--- src/hw/rtl/f2d_pkg.sv ---
`default_nettype none
// ----------------------------------------------------------------------------
// f2d_pkg
// Shared types and constants for the binary32 to decimal converter.
// ----------------------------------------------------------------------------
package f2d_pkg;

  localparam int unsigned MAX_SCALE = 28;
  localparam int unsigned SC_W      = 5;
  localparam int unsigned SIG_W     = 53;
  localparam int unsigned EXP_W     = 9;
  localparam int unsigned MAN_W     = 64;
  localparam int unsigned CHUNK_W   = 16;
  localparam int unsigned NCHUNK    = MAN_W / CHUNK_W;

  // float magnitude pattern of 2^96; anything above is out of range
  localparam logic [30:0] MAG_LIMIT = 31'h6F800000;

  // 1e-10 as a double: significand * 2^FRAC_EPS_EXP
  localparam logic [SIG_W-1:0] FRAC_EPS_SIG = 53'h1B7CDFD9D7BDBB;
  localparam int               FRAC_EPS_EXP = -86;

  // n / 10 == (n * DIV10_RECIP) >> DIV10_SHIFT for all n < 2^32
  localparam logic [31:0] DIV10_RECIP = 32'hCCCCCCCD;
  localparam int unsigned DIV10_SHIFT = 35;

  typedef enum logic [3:0] {
    ST_IDLE,
    ST_NORM,
    ST_MUL1,
    ST_MUL2,
    ST_RND,
    ST_CHK,
    ST_DIV,
    ST_STRIP,
    ST_FIN
  } state_t;

  typedef struct packed {
    logic load;
    logic norm;
    logic mul;
    logic rnd;
    logic div_clr;
    logic div_step;
    logic commit;
    logic out_load;
  } cmd_t;

  typedef struct packed {
    logic err;
    logic zero;
    logic m_top;
    logic lt_one;
    logic frac_big;
    logic sc_max;
    logic sc_zero;
    logic rem_zero;
    logic div_last;
  } status_t;

endpackage
`default_nettype wire

--- src/hw/rtl/float_to_decimal96_convert_top.sv ---
`default_nettype none
// ----------------------------------------------------------------------------
// float_to_decimal96_convert_top
// binary32 pattern in, decimal (mantissa / 10^scale, sign) out.
// ----------------------------------------------------------------------------
// Input word: in_float_bits, taken when in_valid && in_ready.
// Output word: out_error, out_mantissa, out_scale, out_negative, held in an
// output register and presented with out_valid until out_ready.
// One word at a time: in_ready is high only while the sequencer is idle.
// Work per word, from accept to out_valid:
//   NaN/inf/too large/zero go straight to the result; subnormal inputs are
//   first shifted left by up to 22 bit positions; then up to 28 x10 steps,
//   one round step, and for each stripped trailing zero (at most 28) a check,
//   4 chunk steps of the divide-by-ten unit and a commit.
// The result register frees the sequencer: a new word is accepted as soon
// as the previous result is loaded, even if the receiver stalls; a further
// result waits in the final state until the register is taken.
// Reset (rst_n low, synchronous) returns to idle with out_valid low.
// ----------------------------------------------------------------------------
module float_to_decimal96_convert_top (
  input  wire logic                          clk,
  input  wire logic                          rst_n,
  input  wire logic                          in_valid,
  output logic                               in_ready,
  input  wire logic [31:0]                   in_float_bits,
  output logic                               out_valid,
  input  wire logic                          out_ready,
  output logic                               out_error,
  output logic [f2d_pkg::MAN_W-1:0]          out_mantissa,
  output logic [f2d_pkg::SC_W-1:0]           out_scale,
  output logic                               out_negative
);

  f2d_pkg::cmd_t    cmd;
  f2d_pkg::status_t sts;

  f2d_ctrl u_ctrl (
    .clk       (clk),
    .rst_n     (rst_n),
    .in_valid  (in_valid),
    .in_ready  (in_ready),
    .out_valid (out_valid),
    .out_ready (out_ready),
    .sts       (sts),
    .cmd       (cmd)
  );

  f2d_datapath u_dp (
    .clk           (clk),
    .rst_n         (rst_n),
    .cmd           (cmd),
    .sts           (sts),
    .in_float_bits (in_float_bits),
    .out_error     (out_error),
    .out_mantissa  (out_mantissa),
    .out_scale     (out_scale),
    .out_negative  (out_negative)
  );

endmodule
`default_nettype wire

--- src/hw/rtl/f2d_datapath.sv ---
`default_nettype none
// ----------------------------------------------------------------------------
// f2d_datapath
// Double-precision significand/exponent registers with a x10 step, rounding,
// a chunked divide-by-ten unit for zero stripping, and the result register.
// ----------------------------------------------------------------------------
module f2d_datapath (
  input  wire logic                     clk,
  input  wire logic                     rst_n,
  input  wire f2d_pkg::cmd_t            cmd,
  output f2d_pkg::status_t              sts,
  input  wire logic [31:0]              in_float_bits,
  output logic                          out_error,
  output logic [f2d_pkg::MAN_W-1:0]     out_mantissa,
  output logic [f2d_pkg::SC_W-1:0]      out_scale,
  output logic                          out_negative
);

  localparam int unsigned SW = f2d_pkg::SIG_W;
  localparam int unsigned EW = f2d_pkg::EXP_W;
  localparam int unsigned MW = f2d_pkg::MAN_W;
  localparam int unsigned CW = f2d_pkg::CHUNK_W;

  logic [SW-1:0]        m_r, m_nxt;
  logic signed [EW-1:0] x_r, x_nxt;
  logic [f2d_pkg::SC_W-1:0] sc_r, sc_nxt;
  logic                 neg_r, neg_nxt;
  logic                 err_r, err_nxt;
  logic                 zero_r, zero_nxt;
  logic [MW-1:0]        man_r, man_nxt;
  logic [MW-1:0]        quot_r, quot_nxt;
  logic [3:0]           rem_r, rem_nxt;
  logic [1:0]           cnt_r, cnt_nxt;

  // load decode
  logic [30:0] mag;
  logic [7:0]  ef;
  assign mag = in_float_bits[30:0];
  assign ef  = in_float_bits[30:23];

  // x10 with round to nearest even
  logic [SW+3:0] prod10;
  logic [SW-1:0] kept;
  logic          g_bit, st_bit, inc10;
  logic [SW:0]   sum10;
  logic [2:0]    sh10;
  always_comb begin
    prod10 = ({4'b0, m_r} << 3) + ({4'b0, m_r} << 1);
    if (prod10[SW+3]) begin
      kept   = prod10[SW+3:4];
      g_bit  = prod10[3];
      st_bit = |prod10[2:0];
      sh10   = 3'd4;
    end else begin
      kept   = prod10[SW+2:3];
      g_bit  = prod10[2];
      st_bit = |prod10[1:0];
      sh10   = 3'd3;
    end
    inc10 = g_bit & (st_bit | kept[0]);
    sum10 = {1'b0, kept} + {{SW{1'b0}}, inc10};
  end

  // fraction test against 1e-10
  logic [EW-1:0]   negx;
  logic [SW-1:0]   fmask, fpart, thr;
  logic signed [EW-1:0] thr_sh;
  logic            frac_big;
  always_comb begin
    negx   = EW'(-x_r);
    fmask  = (negx >= EW'(SW)) ? {SW{1'b1}} : ((SW'(1) << negx) - SW'(1));
    fpart  = m_r & fmask;
    thr_sh = x_r - EW'(f2d_pkg::FRAC_EPS_EXP);
    thr    = f2d_pkg::FRAC_EPS_SIG >> thr_sh[EW-2:0];
    frac_big = x_r[EW-1] && !thr_sh[EW-1] && (fpart > thr);
  end

  // final rounding to integer; error if the result reaches 2^64
  logic [SW+MW-1:0] ext;
  logic             r_inc;
  logic [MW-1:0]    r_man;
  logic             r_err;
  always_comb begin
    ext   = {m_r, {MW{1'b0}}} >> negx;
    r_inc = ext[MW-1] & ((|ext[MW-2:0]) | ext[MW]);
    r_err = 1'b0;
    if (x_r[EW-1]) begin
      r_man = MW'(ext[SW+MW-1:MW]) + MW'(r_inc);
    end else if (x_r >= EW'(12)) begin
      r_man = '0;
      r_err = 1'b1;
    end else begin
      r_man = MW'(m_r) << x_r[3:0];
    end
  end

  // divide-by-ten, one 16-bit chunk a step
  logic [CW-1:0] chunk;
  logic [CW+3:0] dv;
  logic [51:0]   dprod;
  logic [CW-1:0] dq;
  logic [CW+3:0] dq10, dr;
  always_comb begin
    case (cnt_r)
      2'd0:    chunk = man_r[63:48];
      2'd1:    chunk = man_r[47:32];
      2'd2:    chunk = man_r[31:16];
      default: chunk = man_r[15:0];
    endcase
    dv    = {rem_r, chunk};
    dprod = 52'(dv) * 52'(f2d_pkg::DIV10_RECIP);
    dq    = dprod[f2d_pkg::DIV10_SHIFT+CW-1:f2d_pkg::DIV10_SHIFT];
    dq10  = ({4'b0, dq} << 3) + ({4'b0, dq} << 1);
    dr    = dv - dq10;
  end

  always_comb begin
    m_nxt    = m_r;
    x_nxt    = x_r;
    sc_nxt   = sc_r;
    neg_nxt  = neg_r;
    err_nxt  = err_r;
    zero_nxt = zero_r;
    man_nxt  = man_r;
    quot_nxt = quot_r;
    rem_nxt  = rem_r;
    cnt_nxt  = cnt_r;
    if (cmd.load) begin
      neg_nxt  = in_float_bits[31];
      err_nxt  = mag > f2d_pkg::MAG_LIMIT;
      zero_nxt = mag == '0;
      sc_nxt   = '0;
      man_nxt  = '0;
      if (ef != '0) begin
        m_nxt = {1'b1, in_float_bits[22:0], 29'b0};
        x_nxt = EW'({1'b0, ef}) - EW'(179);
      end else begin
        m_nxt = {in_float_bits[22:0], 30'b0};
        x_nxt = -EW'(179);
      end
    end
    if (cmd.norm) begin
      m_nxt = m_r << 1;
      x_nxt = x_r - EW'(1);
    end
    if (cmd.mul) begin
      sc_nxt = sc_r + 1'b1;
      if (sum10[SW]) begin
        m_nxt = sum10[SW:1];
        x_nxt = x_r + EW'(sh10) + EW'(1);
      end else begin
        m_nxt = sum10[SW-1:0];
        x_nxt = x_r + EW'(sh10);
      end
    end
    if (cmd.rnd) begin
      man_nxt = r_man;
      err_nxt = r_err;
    end
    if (cmd.div_clr) begin
      rem_nxt = '0;
      cnt_nxt = '0;
    end
    if (cmd.div_step) begin
      quot_nxt = {quot_r[MW-CW-1:0], dq};
      rem_nxt  = dr[3:0];
      cnt_nxt  = cnt_r + 1'b1;
    end
    if (cmd.commit) begin
      man_nxt = quot_r;
      sc_nxt  = sc_r - 1'b1;
    end
  end

  always_ff @(posedge clk) begin
    if (!rst_n) begin
      err_r  <= 1'b0;
      zero_r <= 1'b0;
      sc_r   <= '0;
      cnt_r  <= '0;
      rem_r  <= '0;
    end else begin
      err_r  <= err_nxt;
      zero_r <= zero_nxt;
      sc_r   <= sc_nxt;
      cnt_r  <= cnt_nxt;
      rem_r  <= rem_nxt;
    end
  end

  always_ff @(posedge clk) begin
    m_r    <= m_nxt;
    x_r    <= x_nxt;
    neg_r  <= neg_nxt;
    man_r  <= man_nxt;
    quot_r <= quot_nxt;
  end

  // result register; fields forced to zero on error
  always_ff @(posedge clk) begin
    if (!rst_n) begin
      out_error    <= 1'b0;
      out_mantissa <= '0;
      out_scale    <= '0;
      out_negative <= 1'b0;
    end else if (cmd.out_load) begin
      out_error    <= err_r;
      out_mantissa <= err_r ? '0 : man_r;
      out_scale    <= err_r ? '0 : sc_r;
      out_negative <= err_r ? 1'b0 : neg_r;
    end
  end

  always_comb begin
    sts.err      = err_r;
    sts.zero     = zero_r;
    sts.m_top    = m_r[SW-1];
    sts.lt_one   = x_r < -$signed(EW'(SW-1));
    sts.frac_big = frac_big;
    sts.sc_max   = sc_r == f2d_pkg::SC_W'(f2d_pkg::MAX_SCALE);
    sts.sc_zero  = sc_r == '0;
    sts.rem_zero = rem_r == '0;
    sts.div_last = cnt_r == 2'(f2d_pkg::NCHUNK - 1);
  end

`ifndef SYNTHESIS
  a_sc_bound: assert property (@(posedge clk) disable iff (!rst_n)
    sc_r <= f2d_pkg::SC_W'(f2d_pkg::MAX_SCALE))
    else $error("scale beyond limit");
  a_mul_norm: assert property (@(posedge clk) disable iff (!rst_n)
    cmd.mul |=> m_r[SW-1])
    else $error("x10 step left significand unnormalized");
  a_err_zero: assert property (@(posedge clk) disable iff (!rst_n)
    out_error |-> (out_mantissa == '0 && out_scale == '0 && !out_negative))
    else $error("error word carries nonzero fields");
`endif

endmodule
`default_nettype wire

--- src/hw/rtl/f2d_ctrl.sv ---
`default_nettype none
// ----------------------------------------------------------------------------
// f2d_ctrl
// Sequencer for the converter: normalize, x10 loops, rounding, zero strip.
// ----------------------------------------------------------------------------
module f2d_ctrl (
  input  wire logic             clk,
  input  wire logic             rst_n,
  input  wire logic             in_valid,
  output logic                  in_ready,
  output logic                  out_valid,
  input  wire logic             out_ready,
  input  wire f2d_pkg::status_t sts,
  output f2d_pkg::cmd_t         cmd
);

  f2d_pkg::state_t state_r, state_nxt;
  logic            ovld_r, ovld_nxt;
  logic            slot_free;

  assign slot_free = !ovld_r || out_ready;
  assign in_ready  = state_r == f2d_pkg::ST_IDLE;
  assign out_valid = ovld_r;

  always_comb begin
    state_nxt = state_r;
    unique case (state_r)
      f2d_pkg::ST_IDLE:  if (in_valid) state_nxt = f2d_pkg::ST_NORM;
      f2d_pkg::ST_NORM: begin
        if (sts.err || sts.zero)  state_nxt = f2d_pkg::ST_FIN;
        else if (sts.m_top)       state_nxt = f2d_pkg::ST_MUL1;
      end
      f2d_pkg::ST_MUL1:  if (sts.sc_max || !sts.lt_one) state_nxt = f2d_pkg::ST_MUL2;
      f2d_pkg::ST_MUL2:  if (sts.sc_max || !sts.frac_big) state_nxt = f2d_pkg::ST_RND;
      f2d_pkg::ST_RND:   state_nxt = f2d_pkg::ST_CHK;
      f2d_pkg::ST_CHK: begin
        if (sts.err || sts.sc_zero) state_nxt = f2d_pkg::ST_FIN;
        else                        state_nxt = f2d_pkg::ST_DIV;
      end
      f2d_pkg::ST_DIV:   if (sts.div_last) state_nxt = f2d_pkg::ST_STRIP;
      f2d_pkg::ST_STRIP: begin
        if (sts.rem_zero) state_nxt = f2d_pkg::ST_CHK;
        else              state_nxt = f2d_pkg::ST_FIN;
      end
      f2d_pkg::ST_FIN:   if (slot_free) state_nxt = f2d_pkg::ST_IDLE;
      default:           state_nxt = f2d_pkg::ST_IDLE;
    endcase
  end

  always_comb begin
    cmd      = '0;
    ovld_nxt = ovld_r && !out_ready;
    unique case (state_r)
      f2d_pkg::ST_IDLE:  cmd.load = in_valid;
      f2d_pkg::ST_NORM:  cmd.norm = !sts.err && !sts.zero && !sts.m_top;
      f2d_pkg::ST_MUL1:  cmd.mul = !sts.sc_max && sts.lt_one;
      f2d_pkg::ST_MUL2:  cmd.mul = !sts.sc_max && sts.frac_big;
      f2d_pkg::ST_RND:   cmd.rnd = 1'b1;
      f2d_pkg::ST_CHK:   cmd.div_clr = !sts.err && !sts.sc_zero;
      f2d_pkg::ST_DIV:   cmd.div_step = 1'b1;
      f2d_pkg::ST_STRIP: cmd.commit = sts.rem_zero;
      f2d_pkg::ST_FIN: begin
        cmd.out_load = slot_free;
        if (slot_free) ovld_nxt = 1'b1;
      end
      default: ;
    endcase
  end

  always_ff @(posedge clk) begin
    if (!rst_n) begin
      state_r <= f2d_pkg::ST_IDLE;
      ovld_r  <= 1'b0;
    end else begin
      state_r <= state_nxt;
      ovld_r  <= ovld_nxt;
    end
  end

`ifndef SYNTHESIS
  a_no_overwrite: assert property (@(posedge clk) disable iff (!rst_n)
    (ovld_r && !out_ready) |-> !cmd.out_load)
    else $error("result word overwritten while stalled");
  a_one_item: assert property (@(posedge clk) disable iff (!rst_n)
    cmd.load |=> state_r == f2d_pkg::ST_NORM)
    else $error("load did not start conversion");
  a_commit_rem: assert property (@(posedge clk) disable iff (!rst_n)
    cmd.commit |-> (sts.rem_zero && !sts.sc_zero))
    else $error("strip commit without zero remainder");
`endif

endmodule
`default_nettype wire

--- config.mk ---
export PLATFORM = sky130hd
export DESIGN_NAME = float_to_decimal96_convert_top
export DESIGN_NICKNAME = d
export VERILOG_FILES = /design/src/hw/rtl/f2d_pkg.sv /design/src/hw/rtl/float_to_decimal96_convert_top.sv /design/src/hw/rtl/f2d_datapath.sv /design/src/hw/rtl/f2d_ctrl.sv
export SDC_FILE = /design/constraint.sdc
export NUM_CORES = 2
export LEC_CHECK = 0
export BUFFER_PORTS_ARGS = -buffer_cell sky130_fd_sc_hd__clkbuf_2
export CAP_MARGIN = 0
export CORE_MARGIN = 1.5
export CORE_UTILIZATION = 40
export CTS_CLUSTER_SIZE = 20
export DETAILED_ROUTE_END_ITERATION = 8
export PLACE_DENSITY = 0.64
export SETUP_SLACK_MARGIN = 0.05
export SKIP_CTS_REPAIR_TIMING = 1
export SYNTH_ARGS = -nofsm -noshare
export SYNTH_HDL_FRONTEND = slang
export SYNTH_HIERARCHICAL = 1
export SYNTH_SLANG_ARGS = --single-unit
--- constraint.sdc ---
create_clock -name clk -period 28.2 [get_ports clk]
set_input_delay 5.64 -clock clk [delete_from_list [all_inputs] [get_ports clk]]
set_output_delay 5.64 -clock clk [all_outputs]
set_load 0.1 [all_outputs]
==> flow_summary_export.csv <==
group,metric,value,unit
global_route,antenna_found_initial,10,
place,pre_cts_ws,18.33,ns
finish,fin_nets,5171,
timing,fin_crit,10.14,ns
yosys,synth_cell_types,114,
clocking,clk_latency,0.62,ns
setup_path,cp.required,28.44,ns
detailed_routing,drt_iter0_markers,5077,
floorplan,die_y,315,µm
floorplan,initial_core_util,40.3,%
finish,area_delta_synth_final,7.01,%
detailed_routing,vias,38700,
timing,fin_setup_tns,0,ns
setup_path,slowest_stage,"o31a_1",
setup_path,cp-start-kind,"flip-flop",
global_route,grt_start_max_net_pins,143,
global_route,grtUsageMet2,46.5,%
setup_path,criticalPathCategory,"flip-flop to flip-flop",
finish,nFillCells,9673,
clocking,cts_root_buf,"clkbuf_16",
finish,multi_input_area,29200,µm²
floorplan,dieArea,99300,µm²
floorplan,die_w,315,µm
timing,hold_ws,0.439,ns
global_route,grt_pass1_vias,36400,
place,port_buffers,108,
detailed_routing,wl,153000,µm
run,drv_cap,0,
timing,drv_slew,0,
setup_path,cp-end-kind,"flip-flop",
setup_path,r2r_start,"u_dp/x_r[1]",
yosys,yosys_warnings,6,
min_path,holdPathEnd,"u_dp/quot_r[63]",
finish,final_cell_mix,"nand2_1 (500), nor2_1 (441), a21oi_1 (428)",
yosys,synth_nets,5261,
setup_path,worstReg2RegEnd,"u_dp/m_r[5]",
setup_path,crit_top_cell,"buf_4",
global_route,top_usage_layer,"met2",
timing,tightest_slew,1.28,ns
clocking,cts.sinks,280,
min_path,hold_depth,0,
floorplan,fp-row-count,114,
detailed_routing,routedWlPerCell,25.4,µm
place,place.gp.congestion,1.01,
clocking,clock_path_buffers,3,
yosys,ys.flop_type,"edfxtp_1",
finish,drive_above_1_share,10.4,%
status,status,"finished clean",
finish,layout_commonest_cell,"nand2_1",
yosys,avgSynthCellArea,8.13,µm²
yosys,synthCells,4795,
timing,clock-skew-final,0.0213,ns
clocking,cts_buffers,30,
global_route,grt_overflow,0,
min_path,min_from,"u_dp/quot_r[47]",
detailed_routing,drc,0,
detailed_routing,drt_pass1_iterations,7,
yosys,seq_area_frac_synth,19.3,%
clocking,cts_tree,"yes",
timing,fmax,98.6,MHz
timing,slew_headroom,15.0,%
yosys,async_flop_share,0,%
yosys,ys_ff_latch,280,
min_path,worstHoldPathType,"flip-flop to flip-flop",
floorplan,io_pins,109,
global_route,grt_pass1_wl,228000,µm
detailed_routing,postRouteAntennaNets,0,
yosys,syn_area,39000,µm²
clocking,htree_levels,1,
floorplan,core,96600,µm²
global_route,gr-usage-all-layers,29.9,%
timing,worst_slack,18.06,ns
global_route,grt_use_met3,5.17,%
timing,finalCritPeriodShare,35.9,%
setup_path,r2r.worst_path.cells,27,
finish,final_util,43.2,%
timing,rsz0062_at_grt,"false",
global_route,met1_usage,39.7,%
setup_path,cp_max_fo,75,
setup_path,r2r_slack,18.06,ns
place,dp_hpwl,116000,µm
yosys,synth_enable_flop_cells,191,
detailed_routing,vias_per_cell,6.44,
clocking,path_clk_slew,0.07,ns
setup_path,arrival,10.38,ns
timing,setup_viol_count_final,0,
timing,hold_viol,0,
setup_path,max_stage_delay,0.65,ns
finish,register_area,7520,µm²
[synthesized netlist by cell type, drive strengths merged, types with 40 or more instances]
cell | number | area [µm²]
mux2i | 140 | 1400
nor2b | 110 | 688
xnor2 | 130 | 1140
buf | 118 | 622
nor4 | 41 | 299
a211oi | 49 | 390
o21ai | 304 | 1540
mux4 | 110 | 2480
nand2 | 502 | 1890
and2 | 40 | 251
and3 | 48 | 300
edfxtp | 191 | 5740
a21o | 93 | 698
dfxtp | 89 | 1780
nand4 | 79 | 531
ha | 308 | 3850
a31oi | 69 | 450
inv | 259 | 972
a21oi | 432 | 2180
xor2 | 76 | 666
clkbuf | 208 | 782
nand3 | 126 | 636
nor3 | 109 | 576
nor2 | 446 | 1680
fa | 122 | 2440
[metal layers]
layer | wire, µm | up-vias
met5 | 13 | -
met4 | 9050 | 2
met3 | 14600 | 447
met2 | 67500 | 2220
met1 | 61800 | 18600
li1 | - | 17500
[sequential cells by signal (all words and copies together) (netlist names), 2 cells and up]
signal             flops
u_dp/man_r            64
u_dp/rem_r             4
u_dp/m_r              53
u_dp/sc_r              5
u_dp/x_r               9
u_dp/out_mantissa     64
u_dp/quot_r           64
u_dp/out_scale         5
u_ctrl/state_r         4
u_dp/cnt_r             2
[how the worst max path moves through the flow]
stage / slack [ns] / startpoint / cells after the start / to
CTS: 18.29 / u_dp/x_r[1] / 28 / u_dp/m_r[44]
finish: 18.06 / u_dp/x_r[1] / 27 / u_dp/m_r[5]
floorplan: 18.50 / u_dp/x_r[2] / 33 / u_dp/m_r[0]
global placement: 18.59 / u_dp/x_r[1] / 28 / u_dp/m_r[43]
detailed placement: 18.33 / u_dp/x_r[1] / 28 / u_dp/m_r[50]
global route: 17.60 / u_dp/x_r[1] / 28 / u_dp/m_r[22]
[final cells by class]
cell class / instances / share of cell area [%]
clock buffer: 41 / 2.00
inverter: 263 / 2.37
timing repair buffer: 204 / 3.05
clock inverter: 15 / 0.576
antenna: 9 / 0.0540
sequential: 280 / 18.0
tap: 1276 / 3.83
multi-input combinational: 3926 / 70.1
[critical path: cells and delay by family, from the launching register on]
family / cells / cell delay (ns)
AOI/OAI and AO/OA: 8 / 2.87
xor gates and xnor gates: 1 / 0.29
adders and majority gates: 3 / 0.91
buffers and inverters: 5 / 1.95
DFF: 1 / 0.39
muxes: 1 / 0.13
and+or+nand+nor: 9 / 3.05
[cells by family after synthesis]
family | synth area share (%)
xor+xnor | 4.63
simple gates | 20.8
mux | 10.7
buf+inv | 6.14
compound gates | 22.2
flops | 19.3
fa+ha+maj | 16.2
[stage by stage]
stage | std cells | area (µm²)
global placement | 5949 | 40600
detailed placement | 5949 | 40600
finish | 6014 | 41700
floorplan | 4795 | 39000
CTS | 6005 | 41700
global route | 6006 | 41700
Power is not shown: default switching activity piles up to over one toggle a cycle in this logic, so the estimate is an artifact.
